### src/hw/rtl/atrf_pkg.sv
`default_nettype none
// ----------------------------------------------------------------------------
// atrf_pkg
// Types, constants and the control store of the transmit-request framer.
// ----------------------------------------------------------------------------
package atrf_pkg;

  localparam int unsigned StepW = 5;

  localparam logic [StepW-1:0] StepIdle   = 5'd0;
  localparam logic [StepW-1:0] StepHdrEnd = 5'd17;
  localparam logic [StepW-1:0] StepData   = 5'd18;
  localparam logic [StepW-1:0] StepCsum   = 5'd19;

  localparam logic [7:0] StartDelim = 8'h7E;
  localparam logic [7:0] FrameType  = 8'h10;
  localparam logic [7:0] AddrHigh   = 8'hFF;
  localparam logic [7:0] AddrLow    = 8'hFE;
  localparam logic [7:0] LenBase    = 8'd14;
  localparam logic [7:0] HdrSumInit = 8'h0D;

  typedef enum logic [1:0] {
    SRC_CONST = 2'd0,
    SRC_LEN   = 2'd1,
    SRC_DATA  = 2'd2,
    SRC_CSUM  = 2'd3
  } src_e;

  typedef enum logic [1:0] {
    LOR_NONE   = 2'd0,
    LOR_ALWAYS = 2'd1,
    LOR_NLAST  = 2'd2
  } lor_e;

  typedef enum logic [2:0] {
    JC_NEXT  = 3'd0,
    JC_GOTO  = 3'd1,
    JC_EMPTY = 3'd2,
    JC_NLAST = 3'd3,
    JC_START = 3'd4
  } jc_e;

  typedef struct packed {
    logic             emit;
    src_e             src;
    logic [7:0]       konst;
    lor_e             lor;
    logic             fend;
    jc_e              jc;
    logic [StepW-1:0] target;
  } ctrl_t;

  typedef struct packed {
    logic go;
    logic empty;
    logic last;
    logic in_frame;
  } cond_t;

  function automatic ctrl_t cw(input logic emit, input src_e src, input logic [7:0] konst,
                               input lor_e lor, input logic fend, input jc_e jc,
                               input logic [StepW-1:0] target);
    ctrl_t c;
    c.emit   = emit;
    c.src    = src;
    c.konst  = konst;
    c.lor    = lor;
    c.fend   = fend;
    c.jc     = jc;
    c.target = target;
    return c;
  endfunction

  function automatic ctrl_t step_rom(input logic [StepW-1:0] a);
    ctrl_t c;
    unique case (a) inside
      StepIdle:   c = cw(1'b0, SRC_CONST, 8'h00, LOR_NONE, 1'b0, JC_START, StepData);
      5'd1:       c = cw(1'b1, SRC_CONST, StartDelim, LOR_NONE, 1'b0, JC_NEXT, StepIdle);
      5'd3:       c = cw(1'b1, SRC_LEN, 8'h00, LOR_NONE, 1'b0, JC_NEXT, StepIdle);
      5'd4:       c = cw(1'b1, SRC_CONST, FrameType, LOR_NONE, 1'b0, JC_NEXT, StepIdle);
      5'd14:      c = cw(1'b1, SRC_CONST, AddrHigh, LOR_NONE, 1'b0, JC_NEXT, StepIdle);
      5'd15:      c = cw(1'b1, SRC_CONST, AddrLow, LOR_NONE, 1'b0, JC_NEXT, StepIdle);
      5'd2, [5'd5:5'd13], 5'd16:
                  c = cw(1'b1, SRC_CONST, 8'h00, LOR_NONE, 1'b0, JC_NEXT, StepIdle);
      StepHdrEnd: c = cw(1'b1, SRC_CONST, 8'h00, LOR_NONE, 1'b0, JC_EMPTY, StepCsum);
      StepData:   c = cw(1'b1, SRC_DATA, 8'h00, LOR_NLAST, 1'b0, JC_NLAST, StepIdle);
      StepCsum:   c = cw(1'b1, SRC_CSUM, 8'h00, LOR_ALWAYS, 1'b1, JC_GOTO, StepIdle);
      default:    c = cw(1'b0, SRC_CONST, 8'h00, LOR_NONE, 1'b0, JC_GOTO, StepIdle);
    endcase
    return c;
  endfunction

endpackage
`default_nettype wire

### src/hw/rtl/atrf_in_if.sv
`default_nettype none
// ----------------------------------------------------------------------------
// atrf_in_if
// Payload byte channel into the framer.
// ----------------------------------------------------------------------------
interface atrf_in_if;
  logic       valid;
  logic       ready;
  logic [7:0] data_byte;
  logic [7:0] payload_length;
  logic       last_byte;
  logic       empty_frame;

  modport source (output valid, data_byte, payload_length, last_byte, empty_frame,
                  input ready);
  modport sink   (input valid, data_byte, payload_length, last_byte, empty_frame,
                  output ready);
endinterface
`default_nettype wire

### src/hw/rtl/atrf_out_if.sv
`default_nettype none
// ----------------------------------------------------------------------------
// atrf_out_if
// Serialized frame byte channel out of the framer.
// ----------------------------------------------------------------------------
interface atrf_out_if;
  logic       valid;
  logic       ready;
  logic [7:0] out_byte;
  logic       last_of_run;
  logic       frame_end;

  modport source (output valid, out_byte, last_of_run, frame_end, input ready);
  modport sink   (input valid, out_byte, last_of_run, frame_end, output ready);
endinterface
`default_nettype wire

### src/hw/rtl/atrf_seq.sv
`default_nettype none
// ----------------------------------------------------------------------------
// atrf_seq
// Step counter and control store; issues one control word per step.
// ----------------------------------------------------------------------------
module atrf_seq (
  input  wire logic           clk_i,
  input  wire logic           rst_ni,
  input  wire atrf_pkg::cond_t cond_i,
  output atrf_pkg::ctrl_t     ctrl_o,
  output logic                idle_o
);
  import atrf_pkg::*;

  logic [StepW-1:0] pc_q, pc_d, pc_inc;
  ctrl_t            c;

  assign c      = step_rom(pc_q);
  assign pc_inc = pc_q + StepW'(1);
  assign ctrl_o = c;
  assign idle_o = (pc_q == StepIdle);

  always_comb begin
    pc_d = pc_q;
    if (cond_i.go) begin
      case (c.jc)
        JC_NEXT:  pc_d = pc_inc;
        JC_GOTO:  pc_d = c.target;
        JC_EMPTY: pc_d = cond_i.empty ? c.target : pc_inc;
        JC_NLAST: pc_d = cond_i.last ? pc_inc : c.target;
        JC_START: begin
          if (cond_i.in_frame) begin
            pc_d = cond_i.empty ? pc_q : c.target;
          end else begin
            pc_d = pc_inc;
          end
        end
        default:  pc_d = StepIdle;
      endcase
    end
  end

  always_ff @(posedge clk_i or negedge rst_ni) begin
    if (!rst_ni) begin
      pc_q <= StepIdle;
    end else begin
      pc_q <= pc_d;
    end
  end

endmodule
`default_nettype wire

### src/hw/rtl/api_transmit_request_framer_unit.sv
`default_nettype none
// ----------------------------------------------------------------------------
// api_transmit_request_framer_unit
// Wraps a payload byte stream in an API transmit-request frame with checksum.
// ----------------------------------------------------------------------------
// An item is taken only while the step counter rests at idle, then
// the control store issues one output byte per cycle while the output
// register is free. A byte inside an open frame emits its data byte, then
// the checksum when it carries the last-byte flag; the item that opens a
// frame emits the header first, an empty-frame request emits the header
// and checksum, and an empty-frame request inside an open frame is dropped.
// Output backpressure stalls the sequence. The checksum is 0xFF minus
// the low byte of the sum of all bytes after the length field.
module api_transmit_request_framer_unit (
  input  wire logic clk_i,
  input  wire logic rst_ni,
  atrf_in_if.sink   req_i,
  atrf_out_if.source frm_o
);
  import atrf_pkg::*;

  ctrl_t      ctrl;
  cond_t      cond;
  logic       idle;
  logic       accept, slot_free, load;

  logic [7:0] data_q, plen_q;
  logic       last_q, empty_q;
  logic       in_frame_q, in_frame_d;
  logic [7:0] sum_q, sum_d;
  logic       out_valid_q, out_valid_d;
  logic [7:0] out_byte_q, out_byte_d;
  logic       lor_q, lor_d;
  logic       fend_q;

  assign req_i.ready = idle;
  assign accept      = req_i.valid & idle;
  assign slot_free   = ~out_valid_q | frm_o.ready;
  assign load        = ctrl.emit & slot_free;

  assign cond.go       = ctrl.emit ? slot_free : accept;
  assign cond.empty    = idle ? req_i.empty_frame : empty_q;
  assign cond.last     = last_q;
  assign cond.in_frame = in_frame_q;

  atrf_seq u_seq (
    .clk_i  (clk_i),
    .rst_ni (rst_ni),
    .cond_i (cond),
    .ctrl_o (ctrl),
    .idle_o (idle)
  );

  always_comb begin
    case (ctrl.src)
      SRC_CONST: out_byte_d = ctrl.konst;
      SRC_LEN:   out_byte_d = empty_q ? LenBase : LenBase + plen_q;
      SRC_DATA:  out_byte_d = data_q;
      SRC_CSUM:  out_byte_d = ~sum_q;
      default:   out_byte_d = ctrl.konst;
    endcase
    case (ctrl.lor)
      LOR_NONE:   lor_d = 1'b0;
      LOR_ALWAYS: lor_d = 1'b1;
      LOR_NLAST:  lor_d = ~last_q;
      default:    lor_d = 1'b0;
    endcase
  end

  always_comb begin
    sum_d      = sum_q;
    in_frame_d = in_frame_q;
    if (load && ctrl.src == SRC_DATA) begin
      sum_d      = sum_q + data_q;
      in_frame_d = 1'b1;
    end else if (load && ctrl.src == SRC_CSUM) begin
      sum_d      = HdrSumInit;
      in_frame_d = 1'b0;
    end
    if (load) begin
      out_valid_d = 1'b1;
    end else begin
      out_valid_d = out_valid_q & ~frm_o.ready;
    end
  end

  always_ff @(posedge clk_i or negedge rst_ni) begin
    if (!rst_ni) begin
      in_frame_q  <= 1'b0;
      sum_q       <= HdrSumInit;
      out_valid_q <= 1'b0;
    end else begin
      in_frame_q  <= in_frame_d;
      sum_q       <= sum_d;
      out_valid_q <= out_valid_d;
    end
  end

  always_ff @(posedge clk_i) begin
    if (accept) begin
      data_q  <= req_i.data_byte;
      plen_q  <= req_i.payload_length;
      last_q  <= req_i.last_byte;
      empty_q <= req_i.empty_frame;
    end
    if (load) begin
      out_byte_q <= out_byte_d;
      lor_q      <= lor_d;
      fend_q     <= ctrl.fend;
    end
  end

  assign frm_o.valid       = out_valid_q;
  assign frm_o.out_byte    = out_byte_q;
  assign frm_o.last_of_run = lor_q;
  assign frm_o.frame_end   = fend_q;

  a_fend_ends_run: assert property (@(posedge clk_i) disable iff (!rst_ni)
    (frm_o.valid && frm_o.frame_end) |-> frm_o.last_of_run)
    else $error("checksum byte not marked as end of run");

  a_ignore_empty: assert property (@(posedge clk_i) disable iff (!rst_ni)
    (accept && req_i.empty_frame && in_frame_q) |=> (req_i.ready && in_frame_q))
    else $error("empty request inside open frame not dropped");

  a_sum_idle: assert property (@(posedge clk_i) disable iff (!rst_ni)
    (idle && !in_frame_q) |-> (sum_q == HdrSumInit))
    else $error("running sum not at header value between frames");

  a_csum_closes: assert property (@(posedge clk_i) disable iff (!rst_ni)
    (load && ctrl.src == SRC_CSUM) |=> (!in_frame_q && idle))
    else $error("frame still open after checksum");

endmodule
`default_nettype wire
### src/flat_wrapper.sv
// flat-port wrapper written by rule: the top's interface ports become plain ports
module api_transmit_request_framer_unit_flat import atrf_pkg::*;
  (clk_i, rst_ni, req_i_valid, req_i_data_byte, req_i_payload_length, req_i_last_byte, req_i_empty_frame, req_i_ready, frm_o_valid, frm_o_out_byte, frm_o_last_of_run, frm_o_frame_end, frm_o_ready);
  atrf_in_if req_i_i ();
  atrf_out_if frm_o_i ();
  input  wire logic clk_i;
  input  wire logic rst_ni;
  input wire logic [$bits(req_i_i.valid)-1:0] req_i_valid;
  input wire logic [$bits(req_i_i.data_byte)-1:0] req_i_data_byte;
  input wire logic [$bits(req_i_i.payload_length)-1:0] req_i_payload_length;
  input wire logic [$bits(req_i_i.last_byte)-1:0] req_i_last_byte;
  input wire logic [$bits(req_i_i.empty_frame)-1:0] req_i_empty_frame;
  output wire logic [$bits(req_i_i.ready)-1:0] req_i_ready;
  output wire logic [$bits(frm_o_i.valid)-1:0] frm_o_valid;
  output wire logic [$bits(frm_o_i.out_byte)-1:0] frm_o_out_byte;
  output wire logic [$bits(frm_o_i.last_of_run)-1:0] frm_o_last_of_run;
  output wire logic [$bits(frm_o_i.frame_end)-1:0] frm_o_frame_end;
  input wire logic [$bits(frm_o_i.ready)-1:0] frm_o_ready;
  assign req_i_i.valid = req_i_valid;
  assign req_i_i.data_byte = req_i_data_byte;
  assign req_i_i.payload_length = req_i_payload_length;
  assign req_i_i.last_byte = req_i_last_byte;
  assign req_i_i.empty_frame = req_i_empty_frame;
  assign req_i_ready = req_i_i.ready;
  assign frm_o_valid = frm_o_i.valid;
  assign frm_o_out_byte = frm_o_i.out_byte;
  assign frm_o_last_of_run = frm_o_i.last_of_run;
  assign frm_o_frame_end = frm_o_i.frame_end;
  assign frm_o_i.ready = frm_o_ready;
  api_transmit_request_framer_unit u_core (.clk_i(clk_i), .rst_ni(rst_ni), .req_i(req_i_i), .frm_o(frm_o_i));
endmodule
### config.mk
export PLATFORM = sky130hd
export DESIGN_NAME = api_transmit_request_framer_unit_flat
export DESIGN_NICKNAME = d
export VERILOG_FILES = /design/src/hw/rtl/atrf_pkg.sv /design/src/hw/rtl/atrf_in_if.sv /design/src/hw/rtl/atrf_out_if.sv /design/src/hw/rtl/atrf_seq.sv /design/src/hw/rtl/api_transmit_request_framer_unit.sv /design/src/flat_wrapper.sv
export SDC_FILE = /design/constraint.sdc
export NUM_CORES = 1
export LEC_CHECK = 0
export BUFFER_PORTS_ARGS = -buffer_cell sky130_fd_sc_hd__buf_2
export CORE_MARGIN = 5
export CORE_UTILIZATION = 58
export DETAILED_ROUTE_END_ITERATION = 8
export PLACE_DENSITY = 0.8
export SLEW_MARGIN = 25
export SYNTH_ARGS = -nofsm -noshare
export SYNTH_HDL_FRONTEND = slang
export SYNTH_HIERARCHICAL = 1
export SYNTH_SLANG_ARGS = --single-unit
### constraint.sdc
create_clock -name clk_i -period 3.5 [get_ports clk_i]
set_input_delay 0.7 -clock clk_i [delete_from_list [all_inputs] [get_ports clk_i]]
set_output_delay 0.7 -clock clk_i [all_outputs]
set_load 0.03 [all_outputs]
==> impl_metrics.py, run 1 <==
metrics = {
    "timing": {
        "skew_ns": 0.00878,
        "maxSlewViolCount": 0,
        "period_share_pct": 80.1,
        "fin_crit_ns": 2.80,
        "holdWs_ns": 0.314,
        "rsz0062_at_grt": "no",
        "slew_headroom_pct": 69.1,
        "hold_viol_final": 0,
        "fin_ws_ns": 0.695,
        "setup_tns_ns": 0,
        "tightest_slew_ns": 0.464,
        "clock.fmax_mhz": 357,
        "setup_viol_count_final": 0,
    },
    "global_route": {
        "grt_pass1_vias": 1898,
        "antenna_found_initial": 0,
        "gr-total-overflow": 0,
        "grt_pass1_wl_mm": 8.90,
        "grt_max_degree": 19,
        "grt_usage_pct": 18.5,
    },
    "worst_setup_path": {
        "worstPathArrival_ns": 3.04,
        "r2r-start": "u_core/u_seq/pc_q[0]",
        "cp_slowest_cell": "dfrtp_1",
        "worstSetupPathType": "flip-flop to flip-flop",
        "crit_buf_inv": 1,
        "rr_endpoint": "u_core/u_seq/pc_q[2]",
        "critical-path-max-stage-delay_ns": 0.45,
        "cp_max_fo": 7,
        "reg2reg_depth": 11,
        "cp-start-kind": "flip-flop",
        "rrSetupSlack_ns": 0.70,
        "worstPathCellList": "inv_1 -> ha_1 -> mux2_4 -> a221o_1 -> a21oi_2 -> nand2_1 -> mux2_2 -> a21boi_0 -> o21a_1 -> o21ai_0 -> nor2_2",
        "required_ns": 3.73,
        "cpLargestDelayFamily": "compound AO/OA/AOI/OAI gates",
        "end_kind": "flip-flop",
    },
    "job": {
        "maxCapViolations": 0,
    },
    "routing": {
        "wl_mm": 5.27,
        "drt-vias-per-instance": 5.81,
        "wl_per_cell_um": 15.5,
        "drtAntennaViolNets": 0,
        "drc": 0,
        "first_iter_violations": 155,
        "dr.pass1.iters": 5,
        "num_vias": 1975,
    },
    "pwr": {
        "ir_worst_vdd_uv": 597,
        "swShare_pct": 44.4,
        "switching_power_uw": 1180,
        "seq_power_share_pct": 34.4,
        "leakage_uw": 0.00126,
        "power_frac_clock_pct": 11.5,
        "comb_power_share_pct": 54.2,
        "powerDensity_nw_per_um2": 919,
        "internal_power_uw": 1470,
    },
    "placement": {
        "hpwl_mm": 4.01,
        "io_buffer_count": 33,
        "place.gp.congestion": 0.897,
        "preCtsSetupSlack_ns": 0.748,
    },
    "cts": {
        "post_cts_resize_count": 0,
        "cts_tree": "done",
        "clock_path_buffers": 2,
        "root_buffer": "clkbuf_8",
        "cts.sinks": 43,
        "clkLatencyLatePin_ns": 0.30,
        "cts_buffers": 5,
        "clk_transition_reported_paths_ns": 0.08,
        "cts_setup_buffers": 0,
        "htreeDepth": 2,
        "ctsHoldBuffers": 0,
    },
    "min_path": {
        "hold_path.class": "primary input to asynchronous set/reset pin",
    },
    "logic_synthesis": {
        "syn_inst": 255,
        "synthesis.area_um2": 2620,
        "syn_avg_cell_area_um2": 10.3,
        "syn_nets": 293,
        "yosys_warnings": 6,
    },
    "floorplan": {
        "die_h_um": 77.2,
        "dieArea_um2": 5950,
        "rows": 24,
        "core-area_um2": 4350,
        "initial_utilization_pct": 60.1,
        "ios": 34,
        "die_w_um": 77.2,
    },
    "status": {
        "status": "finished clean",
    },
    "layout": {
        "insertedDiodeCount": 0,
        "drive_gt1_share_pct": 21.9,
        "area_delta_synth_final_pct": 10.1,
        "final_nets": 325,
        "fin_util_pct": 66.1,
    },
}
==> stage by stage <==
stage                     area, um2  total power [uW]  std cells
after detailed placement       2800              2340        332
after global placement         2800              2290        332
after global routing           2880              2850        340
after floorplan                2620              2050        255
final                          2880              2650        340
after CTS                      2880              2650        340
==> final cells by class <==
cell class	count	area (um2)
clock buffer	6	72.6
clock inverter	2	12.5
fill	347	1470
inverter	16	60.1
multi-input combinational	184	1250
sequential	43	1220
tap	52	65.1
timing repair buffer	37	195
==> flip-flops by register name (all words and copies together) (netlist names) <==
name	count
u_core/plen_q	8
u_core/data_q	8
u_core/u_seq/pc_q	5
u_core/frm_o.last_of_run	1
u_core/frm_o.valid	1
u_core/sum_q	8
u_core/frm_o.out_byte	8
u_core/last_q	1
u_core/in_frame_q	1
u_core/frm_o.frame_end	1
u_core/empty_q	1
==> worst register-to-register path: cells and delay by family (launching register included) <==
kind	cells	cell delay, ns
buffers and inverters	1	0.11
AO/OA/AOI/OAI	5	1.12
flip-flops	1	0.45
adder cells (fa/ha/maj)	1	0.29
multiplexers	2	0.55
AND/OR/NAND/NOR	2	0.23
==> placed cells by master, fill, tap and decap left out, drive strengths merged, types with 5 or more instances in the layout <==
cell    instances
a21oi          19
and3            6
buf            37
clkbuf          6
dfrtp          12
edfxtp         28
ha             15
inv            16
nand2          31
nand2b          5
nor2           15
nor3            8
o21ai          17
xnor2           6
==> power by group through the flow <==
stage	Combinational (uW)	Clock, uW	Sequential (uW)
finish	1430	304	910
global route	1580	337	931
CTS	1430	313	907
detailed placement	1420	0	917
global placement	1380	0	911
floorplan	1030	0	1020
==> routing by layer <==
layer  global-route usage, %  routed length [um]  vias up
li1                        -                   -      979
met1                    26.1                2440      915
met3                    5.62                 372        6
met2                    27.9                2390       75
met4                    4.64                  63        0
met5                       0                   0        -
==> worst max-delay path by stage <==
stage / slack (ns) / from / endpoint / cells past startpoint
3_3_place_gp: 0.83 / u_core/u_seq/pc_q[0] / u_core/u_seq/pc_q[2] / 11
3_5_place_dp: 0.75 / u_core/u_seq/pc_q[0] / u_core/u_seq/pc_q[2] / 11
6_report: 0.70 / u_core/u_seq/pc_q[0] / u_core/u_seq/pc_q[2] / 11
2_1_floorplan: 0.85 / u_core/u_seq/pc_q[4] / u_core/u_seq/pc_q[3] / 7
4_1_cts: 0.72 / u_core/u_seq/pc_q[0] / u_core/u_seq/pc_q[2] / 11
5_1_grt: 0.50 / u_core/u_seq/pc_q[0] / u_core/u_seq/pc_q[2] / 11
No activity file was read; power rests on OpenSTA's default activity.
==> inputs of run 2 (changes only) <==
--- a/config.mk
+++ b/config.mk
@@ -7,9 +7,9 @@
 export LEC_CHECK = 0
 export BUFFER_PORTS_ARGS = -buffer_cell sky130_fd_sc_hd__buf_2
 export CORE_MARGIN = 5
-export CORE_UTILIZATION = 58
+export CORE_UTILIZATION = 52
 export DETAILED_ROUTE_END_ITERATION = 8
-export PLACE_DENSITY = 0.8
+export PLACE_DENSITY = 0.76
 export SLEW_MARGIN = 25
 export SYNTH_ARGS = -nofsm -noshare
 export SYNTH_HDL_FRONTEND = slang
==> constraint.sdc (replaced) <==
create_clock -name clk_i -period 2.5 [get_ports clk_i]
set_input_delay 0.5 -clock clk_i [delete_from_list [all_inputs] [get_ports clk_i]]
set_output_delay 0.5 -clock clk_i [all_outputs]
set_load 0.03 [all_outputs]
==> impl_metrics.py, run 2 (synthesis results as in run 1) <==
metrics = {
    "worst_setup_path": {
        "rr_endpoint": "u_core/u_seq/pc_q[2]",
        "cp_slowest_cell": "dfrtp_2",
        "cp-start-kind": "flip-flop",
        "rrSetupSlack_ns": 0.06,
        "cp_max_fo": 8,
        "worstPathCellList": "ha_4 -> and3_4 -> ha_2 -> a221o_1 -> a21oi_2 -> nand2_1 -> mux2_4 -> o21ai_4 -> a211oi_2 -> mux2_4 -> nor2_2",
        "crit_top_cell": "mux2_4",
        "end_kind": "flip-flop",
        "critical-path-max-stage-delay_ns": 0.46,
        "worstPathArrival_ns": 2.66,
        "worstSetupPathType": "flip-flop to flip-flop",
        "required_ns": 2.72,
        "r2r-start": "u_core/u_seq/pc_q[1]",
        "reg2reg_depth": 11,
    },
    "timing": {
        "period_share_pct": 97.6,
        "fin_crit_ns": 2.44,
        "rsz0062_at_grt": "yes",
        "slew_headroom_pct": 69.5,
        "hold_viol_final": 0,
        "maxSlewViolCount": 0,
        "setup_viol_count_final": 0,
        "tightest_slew_ns": 0.445,
        "clock.fmax_mhz": 410,
        "skew_ns": 0.00633,
    },
    "pwr": {
        "comb_power_share_pct": 56.6,
        "power_frac_clock_pct": 14.2,
        "seq_power_share_pct": 29.2,
        "powerDensity_nw_per_um2": 1370,
        "ir_worst_vdd_uv": 638,
        "switching_power_uw": 1790,
        "internal_power_uw": 2550,
        "leakage_uw": 0.00138,
        "swShare_pct": 41.3,
    },
    "global_route": {
        "grt_usage_pct": 17.9,
        "grt_max_degree": 19,
        "gr-total-overflow": 0,
        "grt_pass1_vias": 1912,
        "antenna_found_initial": 0,
        "grt_pass1_wl_mm": 8.96,
    },
    "placement": {
        "placed_cells": 358,
        "postPlaceCellArea_um2": 2920,
        "io_buffer_count": 33,
        "place.gp.congestion": 0.914,
        "hpwl_mm": 4.16,
    },
    "routing": {
        "wl_per_cell_um": 15.0,
        "drtAntennaViolNets": 0,
        "drc": 0,
        "first_iter_violations": 195,
        "drt-vias-per-instance": 5.63,
        "dr.pass1.iters": 4,
        "wl_mm": 5.58,
        "num_vias": 2087,
    },
    "cts": {
        "root_buffer": "clkbuf_8",
        "cts_buffers": 5,
        "cts_tree": "done",
        "clock_path_buffers": 2,
        "ctsHoldBuffers": 0,
        "clk_transition_reported_paths_ns": 0.08,
        "htreeDepth": 2,
        "clkLatencyLatePin_ns": 0.29,
        "cts.sinks": 43,
    },
    "floorplan": {
        "rows": 25,
        "die_h_um": 80.9,
        "dieArea_um2": 6550,
        "core-area_um2": 4820,
        "die_w_um": 80.9,
        "initial_utilization_pct": 54.3,
        "ios": 34,
    },
    "layout": {
        "multi_input_area_um2": 1350,
        "fillers": 395,
        "insertedDiodeCount": 0,
        "fin_cells": 371,
        "area_delta_synth_final_pct": 21.4,
        "final_nets": 341,
        "design_area_um2": 3180,
        "mostFrequentLayoutCell": "buf_2",
        "final_cell_mix": "buf_2 (33), nand2_1 (31), edfxtp_1 (28)",
        "drive_gt1_share_pct": 31.9,
        "regArea_um2": 1220,
    },
    "status": {
        "status": "finished clean",
    },
    "min_path": {
        "hold_path.class": "primary input to asynchronous set/reset pin",
    },
    "job": {
        "maxCapViolations": 0,
    },
}
[run 2: area by class of cell]
class	count	area share, %
clock buffers	6	2.28
flip-flops and latches	43	38.5
clock inverters	2	1.89
inverters	16	1.89
repair buffers	53	10.3
well taps	67	2.64
multi-input cells	184	42.5
[run 2: timing repair]
| action | in CTS | in global routing |
|---|---|---|
| setup buffers | 0 | 5 |
| hold endpoints to repair | 0 | 0 |
| resized for setup | 0 | 20 |
| setup endpoints to repair | 0 | 4 |
[run 2: layer usage]
metal  track usage [%]  up-vias  part of all wire, %
li1                  -     1018                    -
met1              25.2      976                   46
met2              28.2       84                   45
met3              3.33        9                  7.3
met4              5.24        0                  1.5
met5                 0        -                    0
[run 2: stage by stage]
step | total power (uW) | hold WS, ns | setup TNS [ns] | setup slack [ns] | utilization (%)
floorplan | 2900 | 0.204 | 0 | 0.0102 | -
global placement | 3430 | 0.442 | 0 | 0.130 | 60.7
detailed placement | 3490 | 0.445 | 0 | 0.0440 | 60.7
CTS | 4110 | 0.131 | 0 | 0.0237 | 63.4
global route | 4630 | 0.137 | -0.189 | -0.0751 | 65.9
finish | 4340 | 0.125 | 0 | 0.0600 | 65.9
[run 2: worst max-delay path: cells and delay by family, from the launching register on]
family                   cells  cell delay (ns)
multiplexers                 2             0.61
flip-flops                   1             0.46
adder cells (fa/ha/maj)      2             0.37
AO/OA/AOI/OAI                4             0.62
AND/OR/NAND/NOR              3             0.31
[run 2: worst max-delay path by stage]
stage                         startpoint                    to  depth (start not counted)
floorplan           u_core/u_seq/pc_q[0]  u_core/u_seq/pc_q[3]                         10
global placement    u_core/u_seq/pc_q[0]  u_core/u_seq/pc_q[3]                         10
detailed placement  u_core/u_seq/pc_q[0]  u_core/u_seq/pc_q[3]                         10
CTS                 u_core/u_seq/pc_q[0]  u_core/u_seq/pc_q[3]                         10
global route        u_core/u_seq/pc_q[1]  u_core/u_seq/pc_q[3]                         10
finish              u_core/u_seq/pc_q[1]  u_core/u_seq/pc_q[2]                         11
[run 2: power groups by stage]
stage / combinational, uW / clock (uW) / sequential (uW)
2_1_floorplan: 1480 / 0 / 1420
3_3_place_gp: 2180 / 0 / 1260
3_5_place_dp: 2230 / 0 / 1260
4_1_cts: 2230 / 631 / 1250
5_1_grt: 2670 / 664 / 1300
6_report: 2460 / 616 / 1270
==> inputs of run 3 (changes only) <==
--- a/config.mk
+++ b/config.mk
@@ -6,10 +6,12 @@
 export NUM_CORES = 1
 export LEC_CHECK = 0
 export BUFFER_PORTS_ARGS = -buffer_cell sky130_fd_sc_hd__buf_2
+export CELL_PAD_IN_SITES_DETAIL_PLACEMENT = 0
+export CELL_PAD_IN_SITES_GLOBAL_PLACEMENT = 1
 export CORE_MARGIN = 5
-export CORE_UTILIZATION = 52
+export CORE_UTILIZATION = 45
 export DETAILED_ROUTE_END_ITERATION = 8
-export PLACE_DENSITY = 0.76
+export PLACE_DENSITY_LB_ADDON = 0.1
 export SLEW_MARGIN = 25
 export SYNTH_ARGS = -nofsm -noshare
 export SYNTH_HDL_FRONTEND = slang
==> constraint.sdc (replaced) <==
create_clock -name clk_i -period 2.75 [get_ports clk_i]
set_input_delay 0.55 -clock clk_i [delete_from_list [all_inputs] [get_ports clk_i]]
set_output_delay 0.55 -clock clk_i [all_outputs]
set_load 0.03 [all_outputs]
==> impl_metrics.py, run 3 (synthesis results as in run 1) <==
metrics = {
    "pwr": {
        "power_frac_clock_pct": 15.7,
        "leakage_uw": 0.00132,
        "ir_worst_vdd_uv": 522,
        "switching_power_uw": 1520,
        "power.total_uw": 3660,
        "comb_power_share_pct": 52.9,
        "internal_power_uw": 2150,
        "seq_power_share_pct": 31.3,
        "powerDensity_nw_per_um2": 1210,
        "swShare_pct": 41.4,
    },
    "layout": {
        "fin_cells": 368,
        "area_delta_synth_final_pct": 15.3,
        "drive_gt1_share_pct": 24.7,
        "final_cell_mix": "buf_2 (33), nand2_1 (31), edfxtp_1 (28)",
        "insertedDiodeCount": 0,
        "regArea_um2": 1220,
        "final_nets": 333,
        "fillers": 511,
        "mostFrequentLayoutCell": "buf_2",
        "multi_input_area_um2": 1250,
    },
    "cts": {
        "htreeDepth": 2,
        "ctsHoldBuffers": 0,
        "clk_transition_reported_paths_ns": 0.09,
        "cts_tree": "done",
        "clkLatencyLatePin_ns": 0.29,
        "root_buffer": "clkbuf_8",
        "cts.sinks": 43,
        "clock_path_buffers": 2,
        "cts_buffers": 5,
    },
    "placement": {
        "hpwl_mm": 4.30,
        "place.gp.congestion": 0.848,
        "preCtsSetupSlack_ns": 0.0815,
        "placed_cells": 357,
        "io_buffer_count": 33,
    },
    "global_route": {
        "grt_pass1_vias": 1915,
        "gr-total-overflow": 0,
        "grt_pass1_wl_mm": 9.65,
        "antenna_found_initial": 0,
        "grt_max_degree": 19,
        "grt_usage_pct": 16.6,
    },
    "worst_setup_path": {
        "worstPathArrival_ns": 2.82,
        "required_ns": 2.97,
        "worstSetupPathType": "flip-flop to flip-flop",
        "rr_endpoint": "u_core/u_seq/pc_q[2]",
        "critPathLaunch": "u_core/u_seq/pc_q[0]",
        "r2r-start": "u_core/u_seq/pc_q[0]",
        "cp_max_fo": 8,
        "reg2reg_depth": 11,
        "end_kind": "flip-flop",
        "cp-start-kind": "flip-flop",
        "rrSetupSlack_ns": 0.15,
    },
    "floorplan": {
        "initial_utilization_pct": 46.9,
        "core-area_um2": 5570,
        "die_w_um": 86.3,
        "rows": 27,
        "die_h_um": 86.3,
        "ios": 34,
        "dieArea_um2": 7440,
    },
    "routing": {
        "first_iter_violations": 169,
        "wl_per_cell_um": 15.1,
        "wl_mm": 5.56,
        "dr.pass1.iters": 4,
        "drt-vias-per-instance": 5.33,
        "drc": 0,
        "drtAntennaViolNets": 0,
        "num_vias": 1960,
    },
    "timing": {
        "skew_ns": 0.0119,
        "clock.fmax_mhz": 384,
        "period_share_pct": 94.7,
        "tightest_slew_ns": 0.475,
        "rsz0062_at_grt": "no",
        "setup_tns_ns": 0,
        "fin_crit_ns": 2.60,
        "maxSlewViolCount": 0,
        "slew_headroom_pct": 68.3,
        "setup_viol_count_final": 0,
        "holdWs_ns": 0.177,
        "hold_viol_final": 0,
        "fin_ws_ns": 0.146,
    },
    "status": {
        "status": "finished clean",
    },
    "min_path": {
        "hold_path.class": "primary input to asynchronous set/reset pin",
    },
    "job": {
        "maxCapViolations": 0,
    },
}
==> run 3: changes by cell type in the layout (fill, tap and decap cells not counted), moves of 2 or more <==
cell	change
inv_2	-2
ha_1	+4
inv_1	+2
buf_4	-7
ha_4	-3
==> run 3: timing repair <==
item	CTS	global route
setup endpoints to repair	0	3
gates resized for setup	0	3
buffers inserted	0	3
==> run 3: how the worst max path moves through the flow <==
| stage | endpoint | slack [ns] |
|---|---|---|
| 6_report | u_core/u_seq/pc_q[2] | 0.15 |
| 2_1_floorplan | u_core/u_seq/pc_q[3] | 0.10 |
| 3_3_place_gp | u_core/u_seq/pc_q[2] | 0.11 |
| 5_1_grt | u_core/u_seq/pc_q[2] | 0.009 |
| 4_1_cts | u_core/u_seq/pc_q[2] | 0.04 |
| 3_5_place_dp | u_core/u_seq/pc_q[2] | 0.08 |
==> run 3: metal layers <==
metal | global-route usage (%) | up-vias | part of all wire [%]
met5 | 0 | - | 0
met4 | 3.82 | 0 | 0.72
met3 | 3.42 | 2 | 6.5
met2 | 24.7 | 58 | 43
met1 | 25.0 | 902 | 50
li1 | - | 998 | -
==> run 3: area by class of cell <==
cell class	instances	area share (%)
sequential	43	40.5
timing repair buffer	45	8.46
multi-input combinational	184	41.6
clock inverter	2	1.99
inverter	16	1.99
tap	72	2.99
clock buffer	6	2.41
==> run 3: metrics by stage <==
stage	util, %	cell area, um2
floorplan	-	2620
global placement	51.3	2860
detailed placement	51.3	2860
CTS	53.6	2990
global route	54.1	3020
finish	54.1	3020
==> run 3: critical path, cell delays in order (launching register included) <==
cell and delay [ns]:
dfrtp_2 0.40, inv_1 0.08, ha_1 0.21, mux2_4 0.27
a221o_1 0.36, a21oi_2 0.16, nand2_1 0.13, mux2_2 0.32
o21ai_2 0.15, a211oi_1 0.09, mux2_4 0.27, nor2_2 0.10
==> run 3: power by group through the flow <==
stage	Clock, uW	Sequential, uW	Combinational, uW
floorplan	0	1290	1310
global placement	0	1160	1860
detailed placement	0	1160	1860
CTS	596	1150	1870
global route	627	1180	2150
finish	577	1150	1940
